`src/rtl/avsg_pkg.sv`:
```
// Shared types and constants for the A/V PTS sync gate.
// Used by avsg_ctrl, avsg_dp and ts_av_pts_sync_gate.
`timescale 1ns / 1ps
`default_nettype none

package avsg_pkg;

  localparam int POOL_DEPTH_DEF = 16;

  localparam int PID_W   = 13;
  localparam int TAG_W   = 16;
  localparam int REG_W   = 16;
  localparam int PTS_W   = 33;
  localparam int CALC_W  = 36;
  localparam int CIDX_W  = 8;

  localparam logic [REG_W-1:0]  PID_NONE    = 16'hFFFF;
  localparam logic [CALC_W-1:0] PTS_WRAP    = 36'h200000000;
  localparam logic [CALC_W-1:0] JUMP_LIMIT  = 36'd450000;
  localparam logic [CALC_W-1:0] LATE_LIMIT  = 36'd90000;
  localparam logic [CALC_W-1:0] EARLY_LIMIT = 36'd18000;

  localparam logic [CIDX_W-1:0] REG_VIDEO_PID  = 8'd0;
  localparam logic [CIDX_W-1:0] REG_AUDIO_PID  = 8'd1;
  localparam logic [CIDX_W-1:0] REG_MAPPED_PID = 8'd2;
  localparam logic [CIDX_W-1:0] REG_SYNC_EN    = 8'd3;
  localparam logic [CIDX_W-1:0] REG_ONE_SEG    = 8'd4;

  typedef enum logic [2:0] {
    ST_IDLE,
    ST_EVAL,
    ST_FLUSH,
    ST_CUR,
    ST_DRAIN,
    ST_FIN
  } state_t;

  typedef struct packed {
    logic load;
    logic eval;
    logic pop_emit;
    logic cur_emit;
    logic hold_wr;
    logic fin;
  } cmd_t;

  typedef struct packed {
    logic drop;
    logic pass;
    logic flush;
    logic hold;
    logic empty;
    logic full;
    logic rd_ok;
    logic release_ok;
    logic can_emit;
    logic pend_valid;
    logic out_free;
  } sts_t;

endpackage

`default_nettype wire

```
`src/rtl/avsg_ctrl.sv`:
```
// Sequencer for the A/V PTS sync gate: one packet at a time.
// Depends on avsg_pkg; drives avsg_dp through cmd_t, reads sts_t.
`timescale 1ns / 1ps
`default_nettype none

module avsg_ctrl import avsg_pkg::*; (
  input  wire logic clk,
  input  wire logic rst,
  input  wire logic in_valid,
  output logic      in_stall,
  input  sts_t      sts,
  output cmd_t      cmd
);

  state_t state, state_next;

  always_ff @(posedge clk) begin
    if (rst) begin
      state <= ST_IDLE;
    end else begin
      state <= state_next;
    end
  end

  always_comb begin
    state_next = state;
    cmd        = '0;
    in_stall   = 1'b1;
    case (state)
      ST_IDLE: begin
        in_stall = 1'b0;
        if (in_valid) begin
          cmd.load   = 1'b1;
          state_next = ST_EVAL;
        end
      end
      ST_EVAL: begin
        cmd.eval = 1'b1;
        if (sts.drop) begin
          state_next = ST_FIN;
        end else if (!sts.pass && sts.flush && !sts.empty) begin
          state_next = ST_FLUSH;
        end else begin
          state_next = ST_CUR;
        end
      end
      ST_FLUSH: begin
        if (sts.empty) begin
          state_next = ST_CUR;
        end else if (sts.rd_ok && sts.can_emit) begin
          cmd.pop_emit = 1'b1;
        end
      end
      ST_CUR: begin
        if (sts.hold) begin
          if (sts.full) begin
            // oldest word leaves before the new one goes in
            if (sts.rd_ok && sts.can_emit) begin
              cmd.pop_emit = 1'b1;
            end
          end else begin
            cmd.hold_wr = 1'b1;
            state_next  = ST_DRAIN;
          end
        end else if (sts.can_emit) begin
          cmd.cur_emit = 1'b1;
          state_next   = sts.pass ? ST_FIN : ST_DRAIN;
        end
      end
      ST_DRAIN: begin
        if (sts.empty) begin
          state_next = ST_FIN;
        end else if (sts.rd_ok) begin
          if (!sts.release_ok) begin
            state_next = ST_FIN;
          end else if (sts.can_emit) begin
            cmd.pop_emit = 1'b1;
          end
        end
      end
      ST_FIN: begin
        if (!sts.pend_valid) begin
          state_next = ST_IDLE;
        end else if (sts.out_free) begin
          cmd.fin    = 1'b1;
          state_next = ST_IDLE;
        end
      end
      default: begin
        state_next = ST_IDLE;
      end
    endcase
  end

endmodule

`default_nettype wire

```
`src/rtl/avsg_dp.sv`:
```
// Datapath of the A/V PTS sync gate: registers, stamps, hold pool, output word.
// Depends on avsg_pkg; commanded by avsg_ctrl.
`timescale 1ns / 1ps
`default_nettype none

module avsg_dp import avsg_pkg::*; #(
  parameter int POOL_DEPTH = POOL_DEPTH_DEF
) (
  input  wire logic               clk,
  input  wire logic               rst,
  input  cmd_t                    cmd,
  output sts_t                    sts,
  input  wire logic [TAG_W-1:0]   packet_tag,
  input  wire logic [PID_W-1:0]   pid,
  input  wire logic               unit_start,
  input  wire logic [7:0]         payload_size,
  input  wire logic [63:0]        payload_head_low,
  input  wire logic [47:0]        payload_head_high,
  output logic                    out_valid,
  input  wire logic               out_stall,
  output logic [TAG_W-1:0]        out_packet_tag,
  output logic [PID_W-1:0]        out_pid,
  output logic                    last_of_run,
  input  wire logic               cfg_valid,
  input  wire logic [CIDX_W-1:0]  cfg_index,
  input  wire logic [REG_W-1:0]   cfg_data
);

  localparam int IDX_W = (POOL_DEPTH > 1) ? $clog2(POOL_DEPTH) : 1;
  localparam int CNT_W = $clog2(POOL_DEPTH + 1);
  localparam int SUM_W = IDX_W + 1;
  localparam int ENT_W = TAG_W + PID_W + PTS_W;

  // configuration
  logic [REG_W-1:0] video_pid, audio_pid, mapped_pid;
  logic             sync_en, one_seg;

  // stamps: value plus valid (invalid = no stamp)
  logic [PTS_W-1:0] vs, vs_prior, as_, as_prior;
  logic             vs_v, vsp_v, as_v, asp_v;

  // current item
  logic [TAG_W-1:0] cur_tag;
  logic [PID_W-1:0] cur_pid;
  logic             cur_video, drop, pass;
  logic             hold;
  logic [PTS_W-1:0] hold_pts;
  logic [CALC_W-1:0] ref_val;
  logic             ref_v;

  // pool
  logic [ENT_W-1:0] mem [POOL_DEPTH];
  logic [ENT_W-1:0] rd;
  logic             rd_ok;
  logic [IDX_W-1:0] head;
  logic [CNT_W-1:0] count;

  // pending and output words
  logic             pend_valid;
  logic [TAG_W-1:0] pend_tag;
  logic [PID_W-1:0] pend_pid;

  // ---------------------------------------------------------------- load
  logic             is_av, is_video_c, pts_ok;
  logic [PTS_W-1:0] pts_c;
  logic [PID_W-1:0] opid_c;

  always_comb begin
    is_video_c = ({3'b0, pid} == video_pid);
    is_av      = is_video_c || ({3'b0, pid} == audio_pid);
    opid_c     = pid;
    if (is_av && !is_video_c && mapped_pid != PID_NONE) begin
      opid_c = mapped_pid[PID_W-1:0];
    end
    pts_ok = (payload_size >= 8'd14) && (payload_head_low[63:40] == 24'h000001)
             && payload_head_low[7];
    pts_c  = {payload_head_high[35:33], payload_head_high[31:24],
              payload_head_high[23:17], payload_head_high[15:8],
              payload_head_high[7:1]};
  end

  // ---------------------------------------------------------------- eval
  logic [PTS_W-1:0]  s_sel, p_sel;
  logic              s_v, p_v;
  logic [CALC_W-1:0] s36, p36, adj, ref_c;
  logic              ge_jump, flush_c, hold_c;

  always_comb begin
    s_sel = one_seg ? as_ : vs;
    p_sel = one_seg ? as_prior : vs_prior;
    s_v   = one_seg ? as_v : vs_v;
    p_v   = one_seg ? asp_v : vsp_v;
    s36   = CALC_W'(s_sel);
    p36   = CALC_W'(p_sel);
    adj   = (s36 < p36) ? s36 + PTS_WRAP : s36;
    ge_jump = (s36 >= p36) ? ((s36 - p36) >= JUMP_LIMIT) : ((p36 - s36) >= JUMP_LIMIT);
    if (one_seg) begin
      flush_c = p_v && (adj >= p36 + JUMP_LIMIT);
      ref_c   = p_v ? adj : s36;
    end else begin
      flush_c = p_v && ge_jump && (adj >= p36 + JUMP_LIMIT);
      ref_c   = (p_v && ge_jump) ? adj : s36;
    end
    hold_c = !flush_c && (one_seg ? (cur_video && vs_v) : (!cur_video && as_v));
  end

  // ---------------------------------------------------------------- release test
  logic [CALC_W-1:0] p_head;
  logic              rel_c;

  always_comb begin
    p_head = CALC_W'(rd[PTS_W-1:0]);
    if (one_seg) begin
      rel_c = !ref_v || (p_head <= ref_val + LATE_LIMIT) || (p_head >= ref_val + JUMP_LIMIT);
    end else begin
      rel_c = !ref_v || (p_head + EARLY_LIMIT <= ref_val)
              || (p_head >= ref_val + JUMP_LIMIT);
    end
  end

  // ---------------------------------------------------------------- pool indexes
  logic [SUM_W-1:0] tail_sum;
  logic [IDX_W-1:0] tail, head_inc;
  logic             out_free, mode_clr;

  always_comb begin
    tail_sum = SUM_W'(head) + SUM_W'(count);
    if (tail_sum >= SUM_W'(POOL_DEPTH)) begin
      tail_sum = tail_sum - SUM_W'(POOL_DEPTH);
    end
    tail     = tail_sum[IDX_W-1:0];
    head_inc = (head == IDX_W'(POOL_DEPTH - 1)) ? '0 : head + 1'b1;
    out_free = !out_valid || !out_stall;
    mode_clr = cfg_valid && (((cfg_index == REG_SYNC_EN) && (cfg_data[0] != sync_en))
               || ((cfg_index == REG_ONE_SEG) && (cfg_data[0] != one_seg)));
  end

  always_ff @(posedge clk) begin
    if (cmd.hold_wr) begin
      mem[tail] <= {cur_tag, cur_pid, hold_pts};
    end
    rd <= mem[head];
  end

  // ---------------------------------------------------------------- control regs
  always_ff @(posedge clk) begin
    if (rst) begin
      video_pid  <= PID_NONE;
      audio_pid  <= PID_NONE;
      mapped_pid <= PID_NONE;
      sync_en    <= 1'b0;
      one_seg    <= 1'b0;
      vs_v       <= 1'b0;
      vsp_v      <= 1'b0;
      as_v       <= 1'b0;
      asp_v      <= 1'b0;
      head       <= '0;
      count      <= '0;
      rd_ok      <= 1'b0;
      pend_valid <= 1'b0;
      out_valid  <= 1'b0;
    end else begin
      rd_ok <= !(cmd.pop_emit || cmd.hold_wr);
      if (cfg_valid) begin
        case (cfg_index)
          REG_VIDEO_PID:  video_pid  <= cfg_data;
          REG_AUDIO_PID:  audio_pid  <= cfg_data;
          REG_MAPPED_PID: mapped_pid <= cfg_data;
          REG_SYNC_EN:    sync_en    <= cfg_data[0];
          REG_ONE_SEG:    one_seg    <= cfg_data[0];
          default: ;
        endcase
      end
      if (mode_clr) begin
        vs_v  <= 1'b0;
        vsp_v <= 1'b0;
        as_v  <= 1'b0;
        asp_v <= 1'b0;
        count <= '0;
      end
      if (cmd.load && is_av && unit_start && pts_ok) begin
        if (is_video_c) begin
          vsp_v <= vs_v;
          vs_v  <= 1'b1;
        end else begin
          asp_v <= as_v;
          as_v  <= 1'b1;
        end
      end
      if (cmd.eval && !pass && flush_c) begin
        vs_v  <= 1'b0;
        vsp_v <= 1'b0;
        as_v  <= 1'b0;
        asp_v <= 1'b0;
      end
      if (cmd.pop_emit) begin
        head  <= head_inc;
        count <= count - 1'b1;
      end else if (cmd.hold_wr) begin
        count <= count + 1'b1;
      end
      // output word register
      if (cmd.fin || ((cmd.pop_emit || cmd.cur_emit) && pend_valid)) begin
        out_valid <= 1'b1;
      end else if (!out_stall) begin
        out_valid <= 1'b0;
      end
      if (cmd.pop_emit || cmd.cur_emit) begin
        pend_valid <= 1'b1;
      end else if (cmd.fin) begin
        pend_valid <= 1'b0;
      end
    end
  end

  // ---------------------------------------------------------------- payload regs
  always_ff @(posedge clk) begin
    if (cmd.load) begin
      cur_tag   <= packet_tag;
      cur_pid   <= opid_c;
      cur_video <= is_video_c;
      drop      <= !is_av && ({3'b0, pid} == mapped_pid);
      pass      <= !is_av || !sync_en;
      if (is_av && unit_start && pts_ok) begin
        if (is_video_c) begin
          vs_prior <= vs;
          vs       <= pts_c;
        end else begin
          as_prior <= as_;
          as_      <= pts_c;
        end
      end
    end
    if (cmd.eval) begin
      hold     <= !pass && hold_c;
      hold_pts <= one_seg ? vs : as_;
      ref_val  <= ref_c;
      ref_v    <= s_v && !flush_c;
    end
    if (cmd.pop_emit || cmd.cur_emit) begin
      if (pend_valid) begin
        out_packet_tag <= pend_tag;
        out_pid        <= pend_pid;
        last_of_run    <= 1'b0;
      end
      pend_tag <= cmd.pop_emit ? rd[ENT_W-1 -: TAG_W] : cur_tag;
      pend_pid <= cmd.pop_emit ? rd[PTS_W +: PID_W] : cur_pid;
    end else if (cmd.fin) begin
      out_packet_tag <= pend_tag;
      out_pid        <= pend_pid;
      last_of_run    <= 1'b1;
    end
  end

  always_comb begin
    sts.drop       = drop;
    sts.pass       = pass;
    sts.flush      = flush_c;
    sts.hold       = hold;
    sts.empty      = (count == '0);
    sts.full       = (count == CNT_W'(POOL_DEPTH));
    sts.rd_ok      = rd_ok;
    sts.release_ok = rel_c;
    sts.can_emit   = !pend_valid || out_free;
    sts.pend_valid = pend_valid;
    sts.out_free   = out_free;
  end

endmodule

`default_nettype wire

```
`src/rtl/ts_av_pts_sync_gate.sv`:
```
// Transport-stream PID filter, audio PID remap and A/V PTS alignment gate.
// Usage:
//  - Input channel (in_valid/in_stall) takes one packet descriptor per word.
//  - Output channel (out_valid/out_stall) gives released packets; last_of_run
//    marks the final word caused by one input. A dropped input gives none.
//  - Config channel (cfg_valid/cfg_ready, cfg_index, cfg_data) is always
//    ready; write only while idle. Index 0 video PID, 1 audio PID, 2 mapped
//    audio PID, 3 sync enable, 4 one-seg mode. A changed mode bit empties
//    the pool and clears all stamps.
//  - One input at a time. With sync on, an A/V packet adds a drain check of the
//    pool after its own word is emitted or held. Words popped from the pool
//    pass through a registered pool read, and a full pool pops its oldest
//    word to make room for a hold. Output stalls hold up the sequencer.
//  - Each word waits in a pending register and moves to the output register
//    when a further word is emitted or when the sequencer finishes the input.
//  - A stall on the output holds the output word; the sequencer waits and
//    in_stall stays high until the last word of the input is in the output reg.
//  - Synchronous reset empties the pool, clears stamps, loads register
//    defaults (PIDs 65535, sync off, normal mode).
// Depends on avsg_pkg, avsg_ctrl, avsg_dp.
`timescale 1ns / 1ps
`default_nettype none

module ts_av_pts_sync_gate import avsg_pkg::*; #(
  parameter int POOL_DEPTH = POOL_DEPTH_DEF
) (
  input  wire logic               clk,
  input  wire logic               rst,
  input  wire logic               in_valid,
  output logic                    in_stall,
  input  wire logic [TAG_W-1:0]   packet_tag,
  input  wire logic [PID_W-1:0]   pid,
  input  wire logic               unit_start,
  input  wire logic [7:0]         payload_size,
  input  wire logic [63:0]        payload_head_low,
  input  wire logic [47:0]        payload_head_high,
  output logic                    out_valid,
  input  wire logic               out_stall,
  output logic [TAG_W-1:0]        out_packet_tag,
  output logic [PID_W-1:0]        out_pid,
  output logic                    last_of_run,
  input  wire logic               cfg_valid,
  output logic                    cfg_ready,
  input  wire logic [CIDX_W-1:0]  cfg_index,
  input  wire logic [REG_W-1:0]   cfg_data
);

  cmd_t cmd;
  sts_t sts;

  assign cfg_ready = 1'b1;

  avsg_ctrl u_ctrl (
    .clk      (clk),
    .rst      (rst),
    .in_valid (in_valid),
    .in_stall (in_stall),
    .sts      (sts),
    .cmd      (cmd)
  );

  avsg_dp #(
    .POOL_DEPTH (POOL_DEPTH)
  ) u_dp (
    .clk               (clk),
    .rst               (rst),
    .cmd               (cmd),
    .sts               (sts),
    .packet_tag        (packet_tag),
    .pid               (pid),
    .unit_start        (unit_start),
    .payload_size      (payload_size),
    .payload_head_low  (payload_head_low),
    .payload_head_high (payload_head_high),
    .out_valid         (out_valid),
    .out_stall         (out_stall),
    .out_packet_tag    (out_packet_tag),
    .out_pid           (out_pid),
    .last_of_run       (last_of_run),
    .cfg_valid         (cfg_valid),
    .cfg_index         (cfg_index),
    .cfg_data          (cfg_data)
  );

endmodule

`default_nettype wire

```
`config.mk`:
```
export PLATFORM = sky130hd
export DESIGN_NAME = ts_av_pts_sync_gate
export DESIGN_NICKNAME = d
export VERILOG_FILES = /design/src/rtl/avsg_pkg.sv /design/src/rtl/avsg_ctrl.sv /design/src/rtl/avsg_dp.sv /design/src/rtl/ts_av_pts_sync_gate.sv
export SDC_FILE = /design/constraint.sdc
export NUM_CORES = 2
export LEC_CHECK = 0
export BUFFER_PORTS_ARGS = -buffer_cell sky130_fd_sc_hd__buf_2
export CORE_UTILIZATION = 62
export DETAILED_ROUTE_END_ITERATION = 12
export PLACE_DENSITY = 0.77
export SYNTH_ARGS = -nofsm -noshare
export SYNTH_HDL_FRONTEND = slang
export SYNTH_SLANG_ARGS = --single-unit
export TNS_END_PERCENT = 100
```
`constraint.sdc`:
```
create_clock -name clk -period 6.9 [get_ports clk]
set_clock_uncertainty 0.1 [all_clocks]
set_input_delay 1.38 -clock clk [delete_from_list [all_inputs] [get_ports clk]]
set_output_delay 1.38 -clock clk [all_outputs]
set_load 0.1 [all_outputs]
```
# Word level (Yosys, flattened, before mapping)
# Memories as Yosys holds them, arrays and structs flattened. A register that Yosys moved wholly into a read port is not among the register bits.
# Index checks and enable logic that the tools add are counted.
# totals
regBits,363
ramBits,992
inputBits,179
out_inout_bits,33
wordCells,232
memories,1
# classes
add_sub_neg,12
n_lt_le_gt_ge,10
eq_ne,27
muxes,82
bitwise,1
reduce_logical,66
# mem_list
memory,depth,word_bits,read_ports,rd_ports_with_merged_regs,write_ports,line_no,text
u_dp.mem,16,62,1,1,1,avsg_dp.sv:52,logic [ENT_W-1:0] mem [POOL_DEPTH];
# op_table
cell,count
$mux W36,4
$mux W33,3
$ge A36 B19 Y1 const B,2
$sub A33 B33 Y34,2
$mux W13,5
$mux W16,4
$eq A13 B16 Y1,3
$mux W1,47
$add A36 B17 Y36 const B,1
$add A36 B19 Y36 const B,1
$ge A33 B36 Y1,1
$ge A36 B36 Y1,1
$le A33 B36 Y1,1
$le A36 B36 Y1,1
$add A33 B34 Y35 const B,1
$add A33 B15 Y34 const B,1
$add A33 B19 Y34 const B,1
$ge A33 B33 Y1,1
$lt A33 B33 Y1,1
$mux W3,11
$logic_and A1 B1 Y1,27
$eq A24 B1 Y1 const B,1
$pmux W3 S6,1
$eq A8 B2 Y1 const B,2
other kinds (36),75

# Logic depth before layout (Yosys ltp)
# logic_depth
word_depth,13
mapped_depth,30

# Hierarchy
# Synthesis repeated with hierarchy kept, for this count alone.
# hier_totals
cells_unflattened,3668
hier_area_um2,61516.5
# modules_own_cells
module,n_inst,cells_each,area_per_inst_um2,seq_area_each_um2
avsg_dp,1,3621,61178.7,41119.4
avsg_ctrl,1,45,326.6,60.1
ts_av_pts_sync_gate,1,2,11.3,0.0

# Worst setup path before layout
# Ideal clock, no wire load.
# synth_timing
path_type,register to register
startpoint,register u_dp.one_seg
endpoint,register u_dp.as_v
t_arrival_ns,6.147
required_ns,6.667
setup_slack_ns,0.520
stages_incl_launch_ff,30
cell_sequence,dfxtp_1 -> buf_2 -> buf_1 -> buf_2 -> buf_2 -> buf_2 -> clkbuf_1 -> buf_2 -> mux2i_1 -> inv_1 -> ha_1 -> a21oi_1 -> a21oi_1 -> nor2_1 -> a21oi_1 -> or2_2 -> nand2_1 -> a21o_1 -> or2_2 -> nor3_1 -> xnor2_1 -> ha_1 -> nand4_1 -> o311a_1 -> a211oi_1 -> o21ai_0 -> a32oi_1 -> nand3b_1 -> nor3_1 -> nor3_1
# synth_between
elab_chain_len,9
elab_cells_between_ends,27
cone_classes,4 x add/sub; 5 x order compare; 1 x eq/ne; 9 x mux; 8 x reduce/logical
# synth_lines
item,line_no,text
start: declaration,avsg_dp.sv:36,"logic sync_en, one_seg;"
start signal: assignment,avsg_dp.sv:170,REG_ONE_SEG: one_seg <= cfg_data[0];
"$mux W33, on equally long branches","avsg_dp.sv:90, avsg_dp.sv:89",
$sub A33 B33 Y34,avsg_dp.sv:96,ge_jump = (s36 >= p36) ? ((s36 - p36) >= JUMP_LIMIT) : ((p36 - s36) >= JUMP_LIMIT);
$ge A36 B19 Y1,avsg_dp.sv:96,
$mux W1,avsg_dp.sv:96,
$logic_and A1 B1 Y1 (2 in series),avsg_dp.sv:101,flush_c = p_v && ge_jump && (adj >= p36 + JUMP_LIMIT);
$mux W1,avsg_dp.sv:97,if (one_seg) begin
$logic_and A1 B1 Y1,avsg_dp.sv:190,if (cmd.eval && !pass && flush_c) begin
$reduce_or A2 Y1 (no source line),--,
end signal: assignment,avsg_dp.sv:177,as_v <= 1'b0;
end signal: assignment,avsg_dp.sv:187,as_v <= 1'b1;
end signal: assignment,avsg_dp.sv:193,as_v <= 1'b0;
end: declaration,avsg_dp.sv:40,"logic vs_v, vsp_v, as_v, asp_v;"
# Parallel ways exist; a longest one is shown, timed or not.
# A chain may end at the register's enable or synchronous reset.

# Final worst setup path
# layout_timing
startpoint,register u_dp.ref_val[4]
endpoint,register u_dp.head[3]
# layout_between
elab_chain_len,9
elab_cells_between_ends,14
cone_classes,2 x add/sub; 3 x order compare; 5 x mux; 4 x reduce/logical
# layout_lines
item,line_no,text
start: declaration,avsg_dp.sv:48,logic [CALC_W-1:0] ref_val;
start signal: assignment,avsg_dp.sv:237,ref_val <= ref_c;
$add A36 B17 Y36,avsg_dp.sv:114,rel_c = !ref_v || (p_head <= ref_val + LATE_LIMIT) || (p_head >= ref_val + JUMP_LIMIT);
$le A33 B36 Y1,avsg_dp.sv:114,
$logic_or A1 B1 Y1 (2 in series),avsg_dp.sv:114,
$mux W1 (*),avsg_dp.sv:113,if (one_seg) begin
$mux W1 (*),avsg_ctrl.sv:74,if (!sts.release_ok) begin
$mux W1 (*),avsg_ctrl.sv:73,end else if (sts.rd_ok) begin
$mux W1 (*),avsg_ctrl.sv:71,if (sts.empty) begin
$pmux W1 S3 (*),avsg_ctrl.sv:29,case (state)
end signal: assignment,avsg_dp.sv:197,head <= head_inc;
end: declaration,avsg_dp.sv:55,logic [IDX_W-1:0] head;
# Mark *: on every way between the ends. The rest lies on a longest branch, timed or not.

==> results.md <==
- Status: finished clean
- Sequential area share after synthesis: 0.670
- GR Util met3: 0.0567
- Worst Reg-to-Reg Cells: 20
- Core Area: just under 0.1 mm²
- P_leak: between 20 and 25 nW
- Final core occ: 0.698
- Tmin final: 6.25 ns
- Residual DRC: 0
- Worst path required time: 7.48 ns
- Slew margin rel.: 0.195
- Final period util: 0.906
- Clock transition at path regs: 0.06 ns
- Distinct cell type count after synthesis: 83
- CP cell instances: ha_1 > a2111oi_4 > a21oi_1 > o21ai_0 > and2_1 > nor4_1 > nand3_1 > xnor2_1 > ha_1 > and4_1 > nand2_1 > or4_1 > nor2_1 > a41oi_1 > a32o_1 > a31oi_4 > buf_4 > nand2_1 > or3_1 > a21oi_1
- Max-slew violations: 0
- Met1 Usage GRT: 0.442
- Yosys top cell by area: edfxtp_1
- IO buf count: around 160
- TritonCTS clock tree: built
- Area growth syn-to-layout: 11.5%
- Cells after Synth: approximately 3700
- CTS Hold Bufs: 0
- DR vias: approximately 35000
- Mean routed wirelength per cell: around 29 µm
- Die area: 0.100 mm²
- # Post-CTS Setup Buffers: 0
- VDD IR max: 0.246 mV
- Final HPWL DP: between 80000 and 90000 µm
- Worst setup SP type: flip-flop
- Synth top area cells: edfxtp_1 (63%), mux4_2 (11%), dfxtp_1 (4.3%)
- Worst-path fanout max: 22
- Worst path slowest cell: or4_1
- Most frequent cells in the layout: edfxtp_1 (1284), mux4_2 (310), ha_1 (195), buf_2 (155), a21oi_1 (154)
- H-tree levels: 4
- Die width: between 300 and 400 µm
- Initial core utilization: 0.626
- CTS root buf: clkbuf_16
- Netlist Area Pre-Place: roughly 0.061 mm²
- RePlAce Congestion: 0.946
- Clock latency at the later pin of the worst-skew pair: 0.76 ns
- Bufs on Longest Clock Path: 3
- CTS sink cnt: 1415
- Worst stage delay on the critical path: about 0.57 ns
- Boundary Pins: ~210
- RSZ-0062 raised after global routing: no
- Pwr dens: 267 mW/mm²
- Congestion Overflow GR: 0
- Measured slew at the worst slew-check pin: approximately 1.2 ns
- Worst Path Buf+Inv: 1
- Synthesis Warnings: 0
- Syn avg cell area: 16.7 µm²
- Worst Hold Depth: 0
- Final hold viol count: 0
- Vias per cell: 6.60
- Crit path kind: flip-flop to flip-flop
- DRC marker count from the first detailed-route iteration: 4053
- Final net count: about 4300
- Crit path capture type: flip-flop
- Syn nets: 4047
- Post-synth EDFFs: 1284
- Busiest layer in global routing: met2
- Max Fclk: between 150 and 200 MHz
- Overall Global Routing Usage: 0.307
- Ys async rst share: 0
- Routing usage on met2: 0.493
- Arr. time, crit path: 6.83 ns
- Site Rows: approximately 120
- Pre-antenna DRT Iters: 6
- Vias in the first global route: 34800
- Max-cap violation count: 0
- Die height: ~320 µm
- CP top delay family: simple AND/OR/NAND/NOR gates
- Reg2reg setup slack: 0.65 ns
- Worst Hold Endpoint: u_dp.out_packet_tag[9]
- Worst R2R Start: u_dp.ref_val[4]
- Post-synth top area share: 0.627
- Routed WL: approximately 150000 µm
- Post-CTS resize count: 0
- Setup violators final: 0
- Setup TNS: 0 ns
- Worst hold start: u_dp.pend_tag[9]
- Largest net degree at the start of global routing: 133
- Share of layout cells above drive strength 1: 0.213
- Initial antenna violation count: 4
- Reg2reg end: u_dp.head[3]
- First-pass GRT wire length: 223000 µm
- Hold Crit Class: flip-flop to flip-flop
- #FFs+latches synth: 1415
- Most common cell after layout, fill and taps aside: edfxtp_1
- Top FF cell, synth: edfxtp_1
- Total CTS buffers: between 100 and 150
- Routed Antenna Nets: 0
==> logic make-up (layout without fill, tap and decap cells) <==
family	after synthesis	after routing	synth area share
other	1	2	0.0000610
xor gates and xnor gates	183	183	0.0261
and+or+nand+nor	627	627	0.0518
muxes	462	462	0.140
buffers and inverters	280	597	0.0179
AOI/OAI and AO/OA	506	506	0.0542
adders and majority gates	197	197	0.0403
DFF	1415	1415	0.670
==> worst register-to-register path: cells and delay by family (launching register included) <==
family                   cells  cell delay (ns)
AND/OR/NAND/NOR              9             2.55
flip-flops                   1             0.50
buffers and inverters        1             0.48
XOR/XNOR                     1             0.16
adder cells (fa/ha/maj)      2             0.65
AO/OA/AOI/OAI                7             1.72
==> metal layers <==
metal  wire length (µm)  share of wire  vias up
met4               2890          0.019        0
met3              13300          0.088      201
met2              73300           0.48     1779
met1              61600           0.41    17800
met5                  0              0        -
li1                   -              -    15000
==> state kept, by name, indices dropped and copies added (netlist names), 3 cells and up <==
name	flops
u_dp.mem	992
u_dp.rd	62
u_dp.ref_val	34
u_dp.as_	33
u_dp.as_prior	33
u_dp.hold_pts	33
u_dp.vs	33
u_dp.vs_prior	33
u_dp.audio_pid	16
u_dp.cur_tag	16
u_dp.mapped_pid	16
u_dp.out_packet_tag	16
u_dp.pend_tag	16
u_dp.video_pid	16
u_dp.cur_pid	13
u_dp.out_pid	13
u_dp.pend_pid	13
u_dp.count	5
u_dp.head	4
u_ctrl.state	3
==> how the worst max path moves through the flow <==
| stage | to | cells after the start | from | slack [ns] |
|---|---|---|---|---|
| 2_1_floorplan | u_dp.as_v | 29 | u_dp.one_seg | 0.52 |
| 3_3_place_gp | u_dp.head[3] | 20 | u_dp.ref_val[4] | 0.88 |
| 3_5_place_dp | u_dp.out_pid[2] | 19 | u_dp.ref_val[4] | 0.84 |
| 4_1_cts | u_dp.head[3] | 20 | u_dp.ref_val[4] | 0.70 |
| 5_1_grt | u_dp.head[3] | 20 | u_dp.ref_val[4] | 0.33 |
| 6_report | u_dp.head[3] | 20 | u_dp.ref_val[4] | 0.65 |
==> synthesized netlist by cell type (all sizes together), types with 55 or more instances <==
| cell | count |
|---|---|
| o21ai | 98 |
| nand3 | 55 |
| edfxtp | 1284 |
| nand4 | 61 |
| nor2 | 135 |
| nand2 | 146 |
| ha | 195 |
| mux4 | 310 |
| xnor2 | 141 |
| inv | 133 |
| dfxtp | 131 |
| mux2 | 77 |
| a21oi | 155 |
| mux2i | 75 |
| clkbuf | 93 |
==> through the flow <==
stage	instance area, µm²	hold slack (ns)	cells	worst slack, ns	power [mW]
6_report	68600	0.319	5276	0.648	18.3
5_1_grt	68500	0.322	5275	0.335	18.8
4_1_cts	68500	0.320	5275	0.702	18.4
3_5_place_dp	64000	0.306	5023	0.844	11.0
3_3_place_gp	64000	0.301	5023	0.882	10.9
2_1_floorplan	61500	0.300	3671	0.520	10.6
==> final cells by class <==
class                   instances  area (µm²)
multi-input cells            1976       19400
clock buffers                 192        3810
clock inverters                60         703
well taps                    1287        1610
flip-flops and latches       1415       41200
repair buffers                212        1370
fillers                      6119       29700
diodes                          1        2.50
inverters                     133         499
==> report_power, final <==
part           leakage [nW]  internal [mW]  switching, mW  total (mW)
Sequential             12.7           9.69          0.335        10.0
Combinational          7.73          0.319          0.489       0.808
Clock                  2.18           4.19           3.28        7.46
Total                  22.6           14.2           4.10        18.3
Power figures use the tool's default switching activity.
